### src/odo_pkg.sv
`timescale 1ns / 1ps
// ----------------------------------------------------------------------------
// Odometry package
// Shared types, constants and arithmetic helpers for the differential drive
// odometry block.
// ----------------------------------------------------------------------------
package odo_pkg;

    // Opcodes of an input word.
    localparam logic [1:0] OP_UPDATE = 2'd0;
    localparam logic [1:0] OP_SET    = 2'd1;
    localparam logic [1:0] OP_RESET  = 2'd2;

    // Configuration register indexes.
    localparam int CFG_IDX_W  = 1;
    localparam int CFG_DATA_W = 32;
    localparam logic [CFG_IDX_W-1:0] REG_TICK_DIST      = 1'b0;
    localparam logic [CFG_IDX_W-1:0] REG_INV_HALF_TRACK = 1'b1;
    localparam logic [23:0] INV_HALF_TRACK_RST = 24'd448876;

    // Serial multiplier geometry.
    localparam int MUL_A_W = 64;
    localparam int MUL_B_W = 33;
    localparam int MUL_N_W = 6;

    // Scale constants.
    localparam logic signed [MUL_B_W-1:0] RAD_TO_TURN = 33'sd683565276;
    localparam logic signed [MUL_B_W-1:0] VEL_SCALE   = 33'sd100;

    // CORDIC constants.
    localparam int ATAN_ENTRIES     = 24;
    localparam int CORDIC_STEPS_DEF = 16;
    localparam int CORDIC_IDX_W     = $clog2(ATAN_ENTRIES);
    localparam logic signed [33:0] CORDIC_GAIN = 34'sd652032874;

    // Input and result words.
    typedef struct packed {
        logic [1:0]         opcode;
        logic signed [15:0] left_count;
        logic signed [15:0] right_count;
        logic signed [15:0] left_rate;
        logic signed [15:0] right_rate;
        logic signed [31:0] new_x;
        logic signed [31:0] new_y;
        logic [15:0]        new_yaw;
    } odo_in_t;

    typedef struct packed {
        logic signed [31:0] pos_x;
        logic signed [31:0] pos_y;
        logic [15:0]        heading;
        logic signed [31:0] lin_vel;
        logic signed [31:0] rot_vel;
    } odo_out_t;

    // Command to the serial multiplier.
    typedef struct packed {
        logic               start;
        logic [MUL_N_W-1:0] nbits;
    } odo_mul_ctl_t;

    // Arctangent of 2^-i as a 32-bit binary angle.
    function automatic logic [29:0] atan_val(input logic [CORDIC_IDX_W-1:0] idx);
        logic [29:0] v;
        unique case (idx)
            5'd0:    v = 30'd536870912;
            5'd1:    v = 30'd316933406;
            5'd2:    v = 30'd167458907;
            5'd3:    v = 30'd85004756;
            5'd4:    v = 30'd42667331;
            5'd5:    v = 30'd21354465;
            5'd6:    v = 30'd10679838;
            5'd7:    v = 30'd5340245;
            5'd8:    v = 30'd2670163;
            5'd9:    v = 30'd1335087;
            5'd10:   v = 30'd667544;
            5'd11:   v = 30'd333772;
            5'd12:   v = 30'd166886;
            5'd13:   v = 30'd83443;
            5'd14:   v = 30'd41722;
            5'd15:   v = 30'd20861;
            5'd16:   v = 30'd10430;
            5'd17:   v = 30'd5215;
            5'd18:   v = 30'd2608;
            5'd19:   v = 30'd1304;
            5'd20:   v = 30'd652;
            5'd21:   v = 30'd326;
            5'd22:   v = 30'd163;
            5'd23:   v = 30'd81;
            default: v = 30'd0;
        endcase
        return v;
    endfunction

    // Arithmetic right shift that rounds half up.
    function automatic logic signed [63:0] rnd_shift(input logic signed [63:0] v,
                                                      input int s);
        logic signed [63:0] half;
        half = 64'sd1 <<< (s - 1);
        return (v + half) >>> s;
    endfunction

    // Saturate to the signed 32-bit range.
    function automatic logic signed [31:0] sat32(input logic signed [63:0] v);
        logic signed [31:0] r;
        if (v > 64'sd2147483647)
            r = 32'sh7fffffff;
        else if (v < -64'sd2147483648)
            r = 32'sh80000000;
        else
            r = v[31:0];
        return r;
    endfunction

endpackage

### src/odo_mul.sv
`timescale 1ns / 1ps
// ----------------------------------------------------------------------------
// Odometry serial multiplier
// Radix-2 shift-and-add multiplier. The multiplier operand is scanned one bit
// per cycle, its top scanned bit carrying negative weight.
// ----------------------------------------------------------------------------
module odo_mul
(
    input  logic                                       clk,
    input  logic                                       rst_n,
    input  odo_pkg::odo_mul_ctl_t                      ctl,
    input  logic signed [odo_pkg::MUL_A_W-1:0]         a,
    input  logic signed [odo_pkg::MUL_B_W-1:0]         b,
    output logic signed [odo_pkg::MUL_A_W-1:0]         prod,
    output logic                                       done
);

    logic signed [odo_pkg::MUL_A_W-1:0] acc_reg;
    logic signed [odo_pkg::MUL_A_W-1:0] a_reg;
    logic [odo_pkg::MUL_B_W-1:0]        b_reg;
    logic [odo_pkg::MUL_N_W-1:0]        cnt_reg;
    logic                               busy_reg;
    logic                               done_reg;
    logic signed [odo_pkg::MUL_A_W-1:0] partial;
    logic                               last;

    // Partial product of the current multiplier bit.
    always_comb
    begin
        partial = b_reg[0] ? a_reg : '0;
        last    = (cnt_reg == odo_pkg::MUL_N_W'(1));
    end

    // Control: count the scanned bits.
    always_ff @(posedge clk or negedge rst_n)
    begin
        if (!rst_n)
        begin
            busy_reg <= 1'b0;
            done_reg <= 1'b0;
            cnt_reg  <= '0;
        end
        else
        begin
            done_reg <= 1'b0;
            if (ctl.start)
            begin
                busy_reg <= 1'b1;
                cnt_reg  <= ctl.nbits;
            end
            else if (busy_reg)
            begin
                cnt_reg <= cnt_reg - odo_pkg::MUL_N_W'(1);
                if (last)
                begin
                    busy_reg <= 1'b0;
                    done_reg <= 1'b1;
                end
            end
        end
    end

    // Datapath: accumulate shifted multiplicand, sign bit subtracts.
    always_ff @(posedge clk)
    begin
        if (ctl.start)
        begin
            acc_reg <= '0;
            a_reg   <= a;
            b_reg   <= b;
        end
        else if (busy_reg)
        begin
            acc_reg <= last ? acc_reg - partial : acc_reg + partial;
            a_reg   <= a_reg <<< 1;
            b_reg   <= b_reg >> 1;
        end
    end

    assign prod = acc_reg;
    assign done = done_reg;

endmodule

### src/odo_cordic.sv
`timescale 1ns / 1ps
// ----------------------------------------------------------------------------
// Odometry CORDIC
// Iterative rotation-mode CORDIC giving cosine and sine of a 16-bit binary
// angle in Q2.30, one micro-rotation per cycle.
// ----------------------------------------------------------------------------
module odo_cordic
#(
    parameter int STEPS = odo_pkg::CORDIC_STEPS_DEF
)
(
    input  logic               clk,
    input  logic               rst_n,
    input  logic               start,
    input  logic [15:0]        angle,
    output logic signed [31:0] cos_val,
    output logic signed [31:0] sin_val,
    output logic               done
);

    localparam int LIMIT = (STEPS > odo_pkg::ATAN_ENTRIES) ? odo_pkg::ATAN_ENTRIES : STEPS;
    localparam int IW    = odo_pkg::CORDIC_IDX_W;

    logic signed [33:0] x_reg;
    logic signed [33:0] y_reg;
    logic signed [32:0] z_reg;
    logic [1:0]         quad_reg;
    logic [IW-1:0]      idx_reg;
    logic               busy_reg;
    logic               done_reg;
    logic signed [33:0] xs;
    logic signed [33:0] ys;
    logic signed [32:0] at;
    logic signed [33:0] nx;
    logic signed [33:0] ny;

    // Shifted terms of the current micro-rotation.
    always_comb
    begin
        xs = x_reg >>> idx_reg;
        ys = y_reg >>> idx_reg;
        at = $signed({3'b000, odo_pkg::atan_val(idx_reg)});
        nx = -x_reg;
        ny = -y_reg;
    end

    // Control: iteration count.
    always_ff @(posedge clk or negedge rst_n)
    begin
        if (!rst_n)
        begin
            busy_reg <= 1'b0;
            done_reg <= 1'b0;
            idx_reg  <= '0;
        end
        else
        begin
            done_reg <= 1'b0;
            if (start)
            begin
                busy_reg <= 1'b1;
                idx_reg  <= '0;
            end
            else if (busy_reg)
            begin
                idx_reg <= idx_reg + IW'(1);
                if (idx_reg == IW'(LIMIT - 1))
                begin
                    busy_reg <= 1'b0;
                    done_reg <= 1'b1;
                end
            end
        end
    end

    // Datapath: rotate toward zero residual angle.
    always_ff @(posedge clk)
    begin
        if (start)
        begin
            x_reg    <= odo_pkg::CORDIC_GAIN;
            y_reg    <= '0;
            z_reg    <= $signed({3'b000, angle[13:0], 16'h0000});
            quad_reg <= angle[15:14];
        end
        else if (busy_reg)
        begin
            if (!z_reg[32])
            begin
                x_reg <= x_reg - ys;
                y_reg <= y_reg + xs;
                z_reg <= z_reg - at;
            end
            else
            begin
                x_reg <= x_reg + ys;
                y_reg <= y_reg - xs;
                z_reg <= z_reg + at;
            end
        end
    end

    // Quadrant fold.
    always_comb
    begin
        unique case (quad_reg)
            2'd0:
            begin
                cos_val = x_reg[31:0];
                sin_val = y_reg[31:0];
            end
            2'd1:
            begin
                cos_val = ny[31:0];
                sin_val = x_reg[31:0];
            end
            2'd2:
            begin
                cos_val = nx[31:0];
                sin_val = ny[31:0];
            end
            default:
            begin
                cos_val = y_reg[31:0];
                sin_val = nx[31:0];
            end
        endcase
    end

    assign done = done_reg;

endmodule

### src/diff_drive_odometry.sv
`timescale 1ns / 1ps
// ----------------------------------------------------------------------------
// Differential drive odometry
// Dead-reckoning pose tracker for a two-wheeled robot, built around a shared
// bit-serial multiplier and an iterative CORDIC.
// ----------------------------------------------------------------------------
// Usage:
//   An input word arrives on in_valid/in_ready/in_data and carries an opcode:
//   tick update, set pose or reset pose. Each word yields one result word on
//   out_valid/out_ready/out_data with the pose and the two velocities.
//   The tick distance and inverse half track registers are written through
//   cfg_wr_en/cfg_index/cfg_data, which the user must do only while the block
//   is idle; the block does not enforce it. A tick update runs eleven serial
//   multiplies (one multiplier bit per cycle, 8 to 33 bits each) and one
//   CORDIC pass of CORDIC_STEPS micro-rotations, capped at the arctangent
//   table length, spending almost all its time in the multiplier. For every
//   opcode the next word can be taken in the cycle after the result is loaded.
//   Set, reset and unused opcodes go straight from the accept to the load.
//   The result sits in an output register; the next word is accepted while it
//   waits, and a finished word holds in place until that register frees up.
//   Reset clears the pose, the last encoder counts and the registers to their
//   reset values; no clearing pass is needed.
// ----------------------------------------------------------------------------
module diff_drive_odometry
#(
    parameter int CORDIC_STEPS = odo_pkg::CORDIC_STEPS_DEF
)
(
    input  logic                                clk,
    input  logic                                rst_n,
    input  logic                                in_valid,
    output logic                                in_ready,
    input  odo_pkg::odo_in_t                    in_data,
    output logic                                out_valid,
    input  logic                                out_ready,
    output odo_pkg::odo_out_t                   out_data,
    input  logic                                cfg_wr_en,
    input  logic [odo_pkg::CFG_IDX_W-1:0]       cfg_index,
    input  logic [odo_pkg::CFG_DATA_W-1:0]      cfg_data
);

    // Sequencer states.
    localparam logic [1:0] ST_IDLE = 2'd0;
    localparam logic [1:0] ST_MUL  = 2'd1;
    localparam logic [1:0] ST_CORD = 2'd2;
    localparam logic [1:0] ST_DONE = 2'd3;

    // Multiply steps of a tick update.
    localparam logic [3:0] STEP_HALF_DIFF = 4'd0;
    localparam logic [3:0] STEP_YAW_RATE  = 4'd1;
    localparam logic [3:0] STEP_YAW_TURN  = 4'd2;
    localparam logic [3:0] STEP_TRAVEL    = 4'd3;
    localparam logic [3:0] STEP_X         = 4'd4;
    localparam logic [3:0] STEP_Y         = 4'd5;
    localparam logic [3:0] STEP_TV_A      = 4'd6;
    localparam logic [3:0] STEP_TV_B      = 4'd7;
    localparam logic [3:0] STEP_RV_A      = 4'd8;
    localparam logic [3:0] STEP_RV_B      = 4'd9;
    localparam logic [3:0] STEP_RV_C      = 4'd10;

    localparam int AW = odo_pkg::MUL_A_W;
    localparam int BW = odo_pkg::MUL_B_W;
    localparam int NW = odo_pkg::MUL_N_W;

    logic [1:0]         state_reg;
    logic [3:0]         step_reg;
    logic               issued_reg;
    logic [31:0]        dpt_reg;
    logic [23:0]        iht_reg;
    logic [31:0]        x_reg;
    logic [31:0]        y_reg;
    logic [15:0]        yaw_reg;
    logic [15:0]        last_l_reg;
    logic [15:0]        last_r_reg;
    logic signed [15:0] dl_reg;
    logic signed [15:0] dr_reg;
    logic signed [15:0] ls_reg;
    logic signed [15:0] rs_reg;
    logic signed [AW-1:0] tmp_reg;
    logic signed [33:0] trav_reg;
    logic [31:0]        tv_reg;
    logic [31:0]        rv_reg;
    logic               out_valid_reg;
    odo_pkg::odo_out_t  out_reg;

    odo_pkg::odo_mul_ctl_t mul_ctl;
    logic signed [AW-1:0]  mul_a;
    logic signed [BW-1:0]  mul_b;
    logic signed [AW-1:0]  mul_p;
    logic                  mul_done;
    logic                  cord_start;
    logic                  cord_done;
    logic signed [31:0]    cos_v;
    logic signed [31:0]    sin_v;
    logic signed [AW-1:0]  p_r16;
    logic signed [AW-1:0]  p_r17;
    logic signed [AW-1:0]  p_r30;
    logic signed [AW-1:0]  p_r48;
    logic                  accept;
    logic                  out_load;
    logic [15:0]           dl_new;
    logic [15:0]           dr_new;

    assign accept   = in_valid && in_ready;
    assign in_ready = (state_reg == ST_IDLE);
    assign out_load = (state_reg == ST_DONE) && (!out_valid_reg || out_ready);
    assign dl_new   = in_data.left_count - last_l_reg;
    assign dr_new   = in_data.right_count - last_r_reg;

    // Operand selection for the current multiply step.
    always_comb
    begin
        mul_ctl.start = (state_reg == ST_MUL) && !issued_reg;
        mul_ctl.nbits = NW'(BW);
        mul_a         = tmp_reg;
        mul_b         = $signed({1'b0, dpt_reg});
        unique case (step_reg)
            STEP_HALF_DIFF:
            begin
                mul_a = AW'($signed({dl_reg[15], dl_reg}) - $signed({dr_reg[15], dr_reg}));
            end
            STEP_YAW_RATE:
            begin
                mul_b         = $signed({9'b0, iht_reg});
                mul_ctl.nbits = NW'(25);
            end
            STEP_YAW_TURN:
            begin
                mul_b         = odo_pkg::RAD_TO_TURN;
                mul_ctl.nbits = NW'(31);
            end
            STEP_TRAVEL:
            begin
                mul_a = AW'($signed({dl_reg[15], dl_reg}) + $signed({dr_reg[15], dr_reg}));
            end
            STEP_X:
            begin
                mul_a         = AW'(trav_reg);
                mul_b         = BW'(cos_v);
                mul_ctl.nbits = NW'(32);
            end
            STEP_Y:
            begin
                mul_a         = AW'(trav_reg);
                mul_b         = BW'(sin_v);
                mul_ctl.nbits = NW'(32);
            end
            STEP_TV_A:
            begin
                mul_a = AW'($signed({ls_reg[15], ls_reg}) + $signed({rs_reg[15], rs_reg}));
            end
            STEP_RV_A:
            begin
                mul_a = AW'($signed({rs_reg[15], rs_reg}) - $signed({ls_reg[15], ls_reg}));
            end
            STEP_TV_B, STEP_RV_B:
            begin
                mul_b         = odo_pkg::VEL_SCALE;
                mul_ctl.nbits = NW'(8);
            end
            STEP_RV_C:
            begin
                mul_b         = $signed({9'b0, iht_reg});
                mul_ctl.nbits = NW'(25);
            end
            default:
            begin
                mul_a = tmp_reg;
            end
        endcase
    end

    // Rounded views of the product.
    always_comb
    begin
        p_r16 = odo_pkg::rnd_shift(mul_p, 16);
        p_r17 = odo_pkg::rnd_shift(mul_p, 17);
        p_r30 = odo_pkg::rnd_shift(mul_p, 30);
        p_r48 = odo_pkg::rnd_shift(mul_p, 48);
    end

    assign cord_start = (state_reg == ST_MUL) && mul_done && (step_reg == STEP_TRAVEL);

    odo_mul u_mul
    (
        .clk   (clk),
        .rst_n (rst_n),
        .ctl   (mul_ctl),
        .a     (mul_a),
        .b     (mul_b),
        .prod  (mul_p),
        .done  (mul_done)
    );

    odo_cordic
    #(
        .STEPS (CORDIC_STEPS)
    )
    u_cordic
    (
        .clk     (clk),
        .rst_n   (rst_n),
        .start   (cord_start),
        .angle   (yaw_reg),
        .cos_val (cos_v),
        .sin_val (sin_v),
        .done    (cord_done)
    );

    // Configuration registers.
    always_ff @(posedge clk or negedge rst_n)
    begin
        if (!rst_n)
        begin
            dpt_reg <= '0;
            iht_reg <= odo_pkg::INV_HALF_TRACK_RST;
        end
        else if (cfg_wr_en)
        begin
            unique case (cfg_index)
                odo_pkg::REG_TICK_DIST:      dpt_reg <= cfg_data;
                odo_pkg::REG_INV_HALF_TRACK: iht_reg <= cfg_data[23:0];
                default:                     dpt_reg <= dpt_reg;
            endcase
        end
    end

    // Sequencer and pose state.
    always_ff @(posedge clk or negedge rst_n)
    begin
        if (!rst_n)
        begin
            state_reg  <= ST_IDLE;
            step_reg   <= STEP_HALF_DIFF;
            issued_reg <= 1'b0;
            x_reg      <= '0;
            y_reg      <= '0;
            yaw_reg    <= '0;
            last_l_reg <= '0;
            last_r_reg <= '0;
        end
        else
        begin
            unique case (state_reg)
                ST_IDLE:
                begin
                    if (accept)
                    begin
                        priority if (in_data.opcode == odo_pkg::OP_UPDATE)
                        begin
                            last_l_reg <= in_data.left_count;
                            last_r_reg <= in_data.right_count;
                            step_reg   <= STEP_HALF_DIFF;
                            issued_reg <= 1'b0;
                            state_reg  <= ST_MUL;
                        end
                        else if (in_data.opcode == odo_pkg::OP_SET)
                        begin
                            x_reg      <= in_data.new_x;
                            y_reg      <= in_data.new_y;
                            yaw_reg    <= in_data.new_yaw;
                            last_l_reg <= '0;
                            last_r_reg <= '0;
                            state_reg  <= ST_DONE;
                        end
                        else if (in_data.opcode == odo_pkg::OP_RESET)
                        begin
                            x_reg      <= '0;
                            y_reg      <= '0;
                            yaw_reg    <= '0;
                            last_l_reg <= '0;
                            last_r_reg <= '0;
                            state_reg  <= ST_DONE;
                        end
                        else
                        begin
                            state_reg <= ST_DONE;
                        end
                    end
                end
                ST_MUL:
                begin
                    if (mul_ctl.start)
                    begin
                        issued_reg <= 1'b1;
                    end
                    if (mul_done)
                    begin
                        issued_reg <= 1'b0;
                        step_reg   <= step_reg + 4'd1;
                        unique case (step_reg)
                            STEP_YAW_TURN: yaw_reg   <= yaw_reg - p_r48[15:0];
                            STEP_TRAVEL:   state_reg <= ST_CORD;
                            STEP_X:        x_reg     <= x_reg + p_r30[31:0];
                            STEP_Y:        y_reg     <= y_reg + p_r30[31:0];
                            STEP_RV_C:     state_reg <= ST_DONE;
                            default:       state_reg <= ST_MUL;
                        endcase
                    end
                end
                ST_CORD:
                begin
                    if (cord_done)
                    begin
                        state_reg <= ST_MUL;
                    end
                end
                ST_DONE:
                begin
                    if (out_load)
                    begin
                        state_reg <= ST_IDLE;
                    end
                end
                default:
                begin
                    state_reg <= ST_IDLE;
                end
            endcase
        end
    end

    // Working payload: deltas, intermediate products and velocities.
    always_ff @(posedge clk)
    begin
        if (accept)
        begin
            dl_reg <= dl_new;
            dr_reg <= dr_new;
            ls_reg <= in_data.left_rate;
            rs_reg <= in_data.right_rate;
            tv_reg <= '0;
            rv_reg <= '0;
        end
        if ((state_reg == ST_MUL) && mul_done)
        begin
            unique case (step_reg)
                STEP_HALF_DIFF: tmp_reg  <= p_r17;
                STEP_TRAVEL:    trav_reg <= p_r17[33:0];
                STEP_TV_B:      tv_reg   <= odo_pkg::sat32(p_r17);
                STEP_RV_B:      tmp_reg  <= p_r17;
                STEP_RV_C:      rv_reg   <= odo_pkg::sat32(p_r16);
                default:        tmp_reg  <= mul_p;
            endcase
        end
    end

    // Output register.
    always_ff @(posedge clk or negedge rst_n)
    begin
        if (!rst_n)
        begin
            out_valid_reg <= 1'b0;
        end
        else if (out_load)
        begin
            out_valid_reg <= 1'b1;
        end
        else if (out_ready)
        begin
            out_valid_reg <= 1'b0;
        end
    end

    always_ff @(posedge clk)
    begin
        if (out_load)
        begin
            out_reg.pos_x   <= x_reg;
            out_reg.pos_y   <= y_reg;
            out_reg.heading <= yaw_reg;
            out_reg.lin_vel <= tv_reg;
            out_reg.rot_vel <= rv_reg;
        end
    end

    assign out_valid = out_valid_reg;
    assign out_data  = out_reg;

endmodule

### config.mk
export PLATFORM = sky130hd
export DESIGN_NAME = diff_drive_odometry
export DESIGN_NICKNAME = d
export VERILOG_FILES = /design/src/odo_pkg.sv /design/src/odo_mul.sv /design/src/odo_cordic.sv /design/src/diff_drive_odometry.sv
export SDC_FILE = /design/constraint.sdc
export NUM_CORES = 2
export LEC_CHECK = 0
export BUFFER_PORTS_ARGS = -buffer_cell sky130_fd_sc_hd__buf_2
export CORE_UTILIZATION = 45
export DETAILED_ROUTE_END_ITERATION = 10
export SYNTH_ARGS = -nofsm -noshare
export SYNTH_HDL_FRONTEND = slang
export SYNTH_HIERARCHICAL = 1
export SYNTH_SLANG_ARGS = --single-unit
### constraint.sdc
create_clock -name clk -period 7.2 [get_ports clk]
set_input_delay 1.44 -clock clk [delete_from_list [all_inputs] [get_ports clk]]
set_output_delay 1.44 -clock clk [all_outputs]
set_load 0.01 [all_outputs]
==> out/metrics.cfg <==
[synth]
synth_top_area_share_pct = 19.9
synth-edff-count = 419
ys_seq_area_share_pct = 34.3
ys_seq_elements = 825
synth.distinct_cells = 126
synthArstFlopShare_pct = 23.2
syn-cell-area_um2 = 63300
synth_largest_area_cell = edfxtp_1
synthesis.nets = 7552
synthTopCellsByArea = edfxtp_1 20%, ha_1 7.1%, dfrtp_1 7.1%
syn_area_per_cell_um2 = 9.05
netlist_instances = 6994
yosysWarnings = 6
synthFlopType = edfxtp_1

[floorplan]
rows = 137
dieArea_um2 = 142000
io_pins = 330
die_w_um = 377
core-area_um2 = 140000
initial_core_util_pct = 45.3
die_h_um = 377

[finish]
final.fill_count = 13100
largest_reg_flops = 144
multi_input_area_um2 = 38900
drive_above_1_share_pct = 15.4
finalInstanceArea_um2 = 69800
layout.nets = 7666
area_growth_syn_to_layout_pct = 10.3
register_area_um2 = 21700

[drt]
postRouteWirelength_mm = 231
antenna_left = 0
vias = 56600
firstDrtPassIters = 6
vias_per_cell = 6.24
drt-initial-drc-count = 5596
wl_met3_mm = 18.0
wl_per_cell_um = 25.5
drcViolationCount = 0
top_layer = met5
wl_met1_mm = 98.7
route.met2.wl_mm = 103

[place]
routabilityCongestion = 1.02
port_buffers = 329
placed_area_um2 = 66600
dp_hpwl_mm = 170

[timing]
timing_hold_violations_final = 0
setup_viol = 0
min_period_over_period_pct = 94.3
worst_slew_pin_slew_ns = 1.36
period_minus_slack_ns = 6.79
final_max_slew_viol_count = 0
max_slew_margin_pct = 9.57
finalSetupTns_ns = 0
max_freq_ghz = 0.147
clock-skew-final_ns = 0.0330
rsz0062_at_grt = no

[run_status]
status = complete, no violations

[flow_run]
drv_cap = 0

[clock_tree]
ctsResizeCount = 0
ctsLongestPathBuffers = 3
cts_sinks = 825
root_buffer = clkbuf_16
h-tree-depth = 3
clock_latency_ns = 0.74
cts_tree = done
cts_buffers = 94
path_clk_slew_ns = 0.07

[worst_setup_path]
path_max_fanout = 39
end_kind = flip-flop
worstPathArrival_ns = 7.39
regToRegSetupSlack_ns = 0.41
criticalPathCategory = reg -> reg
cp-start-kind = flip-flop
worstPathRequired_ns = 7.80

[global_routing]
grt-ovfl-total = 0
grt_max_degree = 145
grt_pass1_vias = 53600
antenna_found_initial = 12
grt_pass1_wl_mm = 343
track_usage_pct = 31.6

[hold_path]
hp-class = reg -> reg

## synthesized netlist by cell type (180+ instances only)
| master | n |
|---|---|
| nand2_1 | 707 |
| nor2_1 | 683 |
| a21oi_1 | 478 |
| edfxtp_1 | 419 |
| ha_1 | 361 |
| o21ai_0 | 352 |
| xnor2_1 | 338 |
| clkbuf_1 | 305 |
| xor2_1 | 226 |
| mux2_2 | 223 |
| inv_1 | 221 |
| dfxtp_1 | 215 |
| dfrtp_1 | 180 |
## per-stage QoR
stage                     hold WS (ns)  utilization, %  instances  setup WS, ns
after floorplan                  0.408               -       6994         0.954
final                            0.440            50.0       9069         0.412
after global routing             0.443            50.0       9066        0.0779
after global placement           0.416            47.7       8887         0.551
after detailed placement         0.415            47.7       8887         0.521
after CTS                        0.423            50.0       9065         0.479
## final timing paths
kind,startpoint,end,cells past startpoint
hold / removal,rv_reg[26],out_data[26],0
setup / recovery,u_cordic/idx_reg[2],u_cordic/x_reg[33],23
hold reg to reg,rv_reg[26],out_data[26],0
min in group asynchronous,rst_n,u_cordic/idx_reg[0],1
max in group asynchronous,rst_n,y_reg[12],2
setup reg to reg,u_cordic/idx_reg[2],u_cordic/x_reg[33],23
## area by class of cell
class / instances / area share [%]
multi-input combinational: 5487 / 55.7
timing repair buffer: 476 / 4.08
clock buffer: 124 / 3.68
antenna: 3 / 0.0108
tap: 1876 / 3.36
inverter: 224 / 1.21
sequential: 825 / 31.1
clock inverter: 54 / 0.837
## worst max-delay path, cell delays in order (launching register included)
cell and delay (ns):
dfrtp_4 0.77, buf_12 0.27, mux4_2 0.54, mux2_2 0.29, o21bai_1 0.33, mux2_2 0.25
ha_1 0.19, nand2_1 0.06, nand4b_1 0.25, nor4_2 0.32, buf_4 0.19, nor2_1 0.05
xnor2_1 0.14, ha_1 0.40, nand3_1 0.14, nor4_1 0.30, o311ai_0 0.27, a21oi_1 0.44
nor4bb_1 0.17, o31ai_1 0.39, a31oi_1 0.16, nand2b_1 0.16, mux2i_1 0.18, mux2_1 0.34
## layout by cell type, fill, tap and decap left out, types with 78 or more instances in the layout
cell / instances
nand3_1: 142
o21ai_0: 351
xnor2_1: 338
clkbuf_16: 94
nor2_1: 673
a21o_1: 146
mux4_2: 78
nor3_1: 119
buf_2: 328
mux2_2: 223
a21oi_1: 476
inv_1: 219
dfrtp_1: 173
buf_4: 140
xor2_1: 226
mux2i_1: 126
edfxtp_1: 419
nand2_1: 707
dfxtp_1: 214
ha_1: 361
a31oi_1: 114
## repair_timing
action | 4_1_cts | 5_1_grt
hold buffers | 0 | 0
setup endpoints to repair | 0 | 1
buffers inserted | 0 | 1
## kinds of logic (layout without fill, tap and decap cells)
| group | Yosys count | in the layout | share of synthesized area [%] |
|---|---|---|---|
| DFF | 825 | 825 | 34.3 |
| buffers and inverters | 682 | 878 | 4.56 |
| other | 0 | 3 | 0 |
| and+or+nand+nor | 2235 | 2235 | 16.8 |
| AOI/OAI and AO/OA | 1874 | 1874 | 20.0 |
| adders and majority gates | 374 | 374 | 7.55 |
| xor gates and xnor gates | 564 | 564 | 7.81 |
| muxes | 440 | 440 | 9.02 |
## routing by layer
layer / vias up / global-route usage [%]
met5: - / 0.103
met4: 8 / 14.3
met3: 558 / 5.56
met2: 2502 / 49.2
met1: 27600 / 42.6
li1: 26000 / -
Power is left out: the tool's default activity adds up to more than one toggle a clock period on the data nets, which glitch-free logic cannot reach.
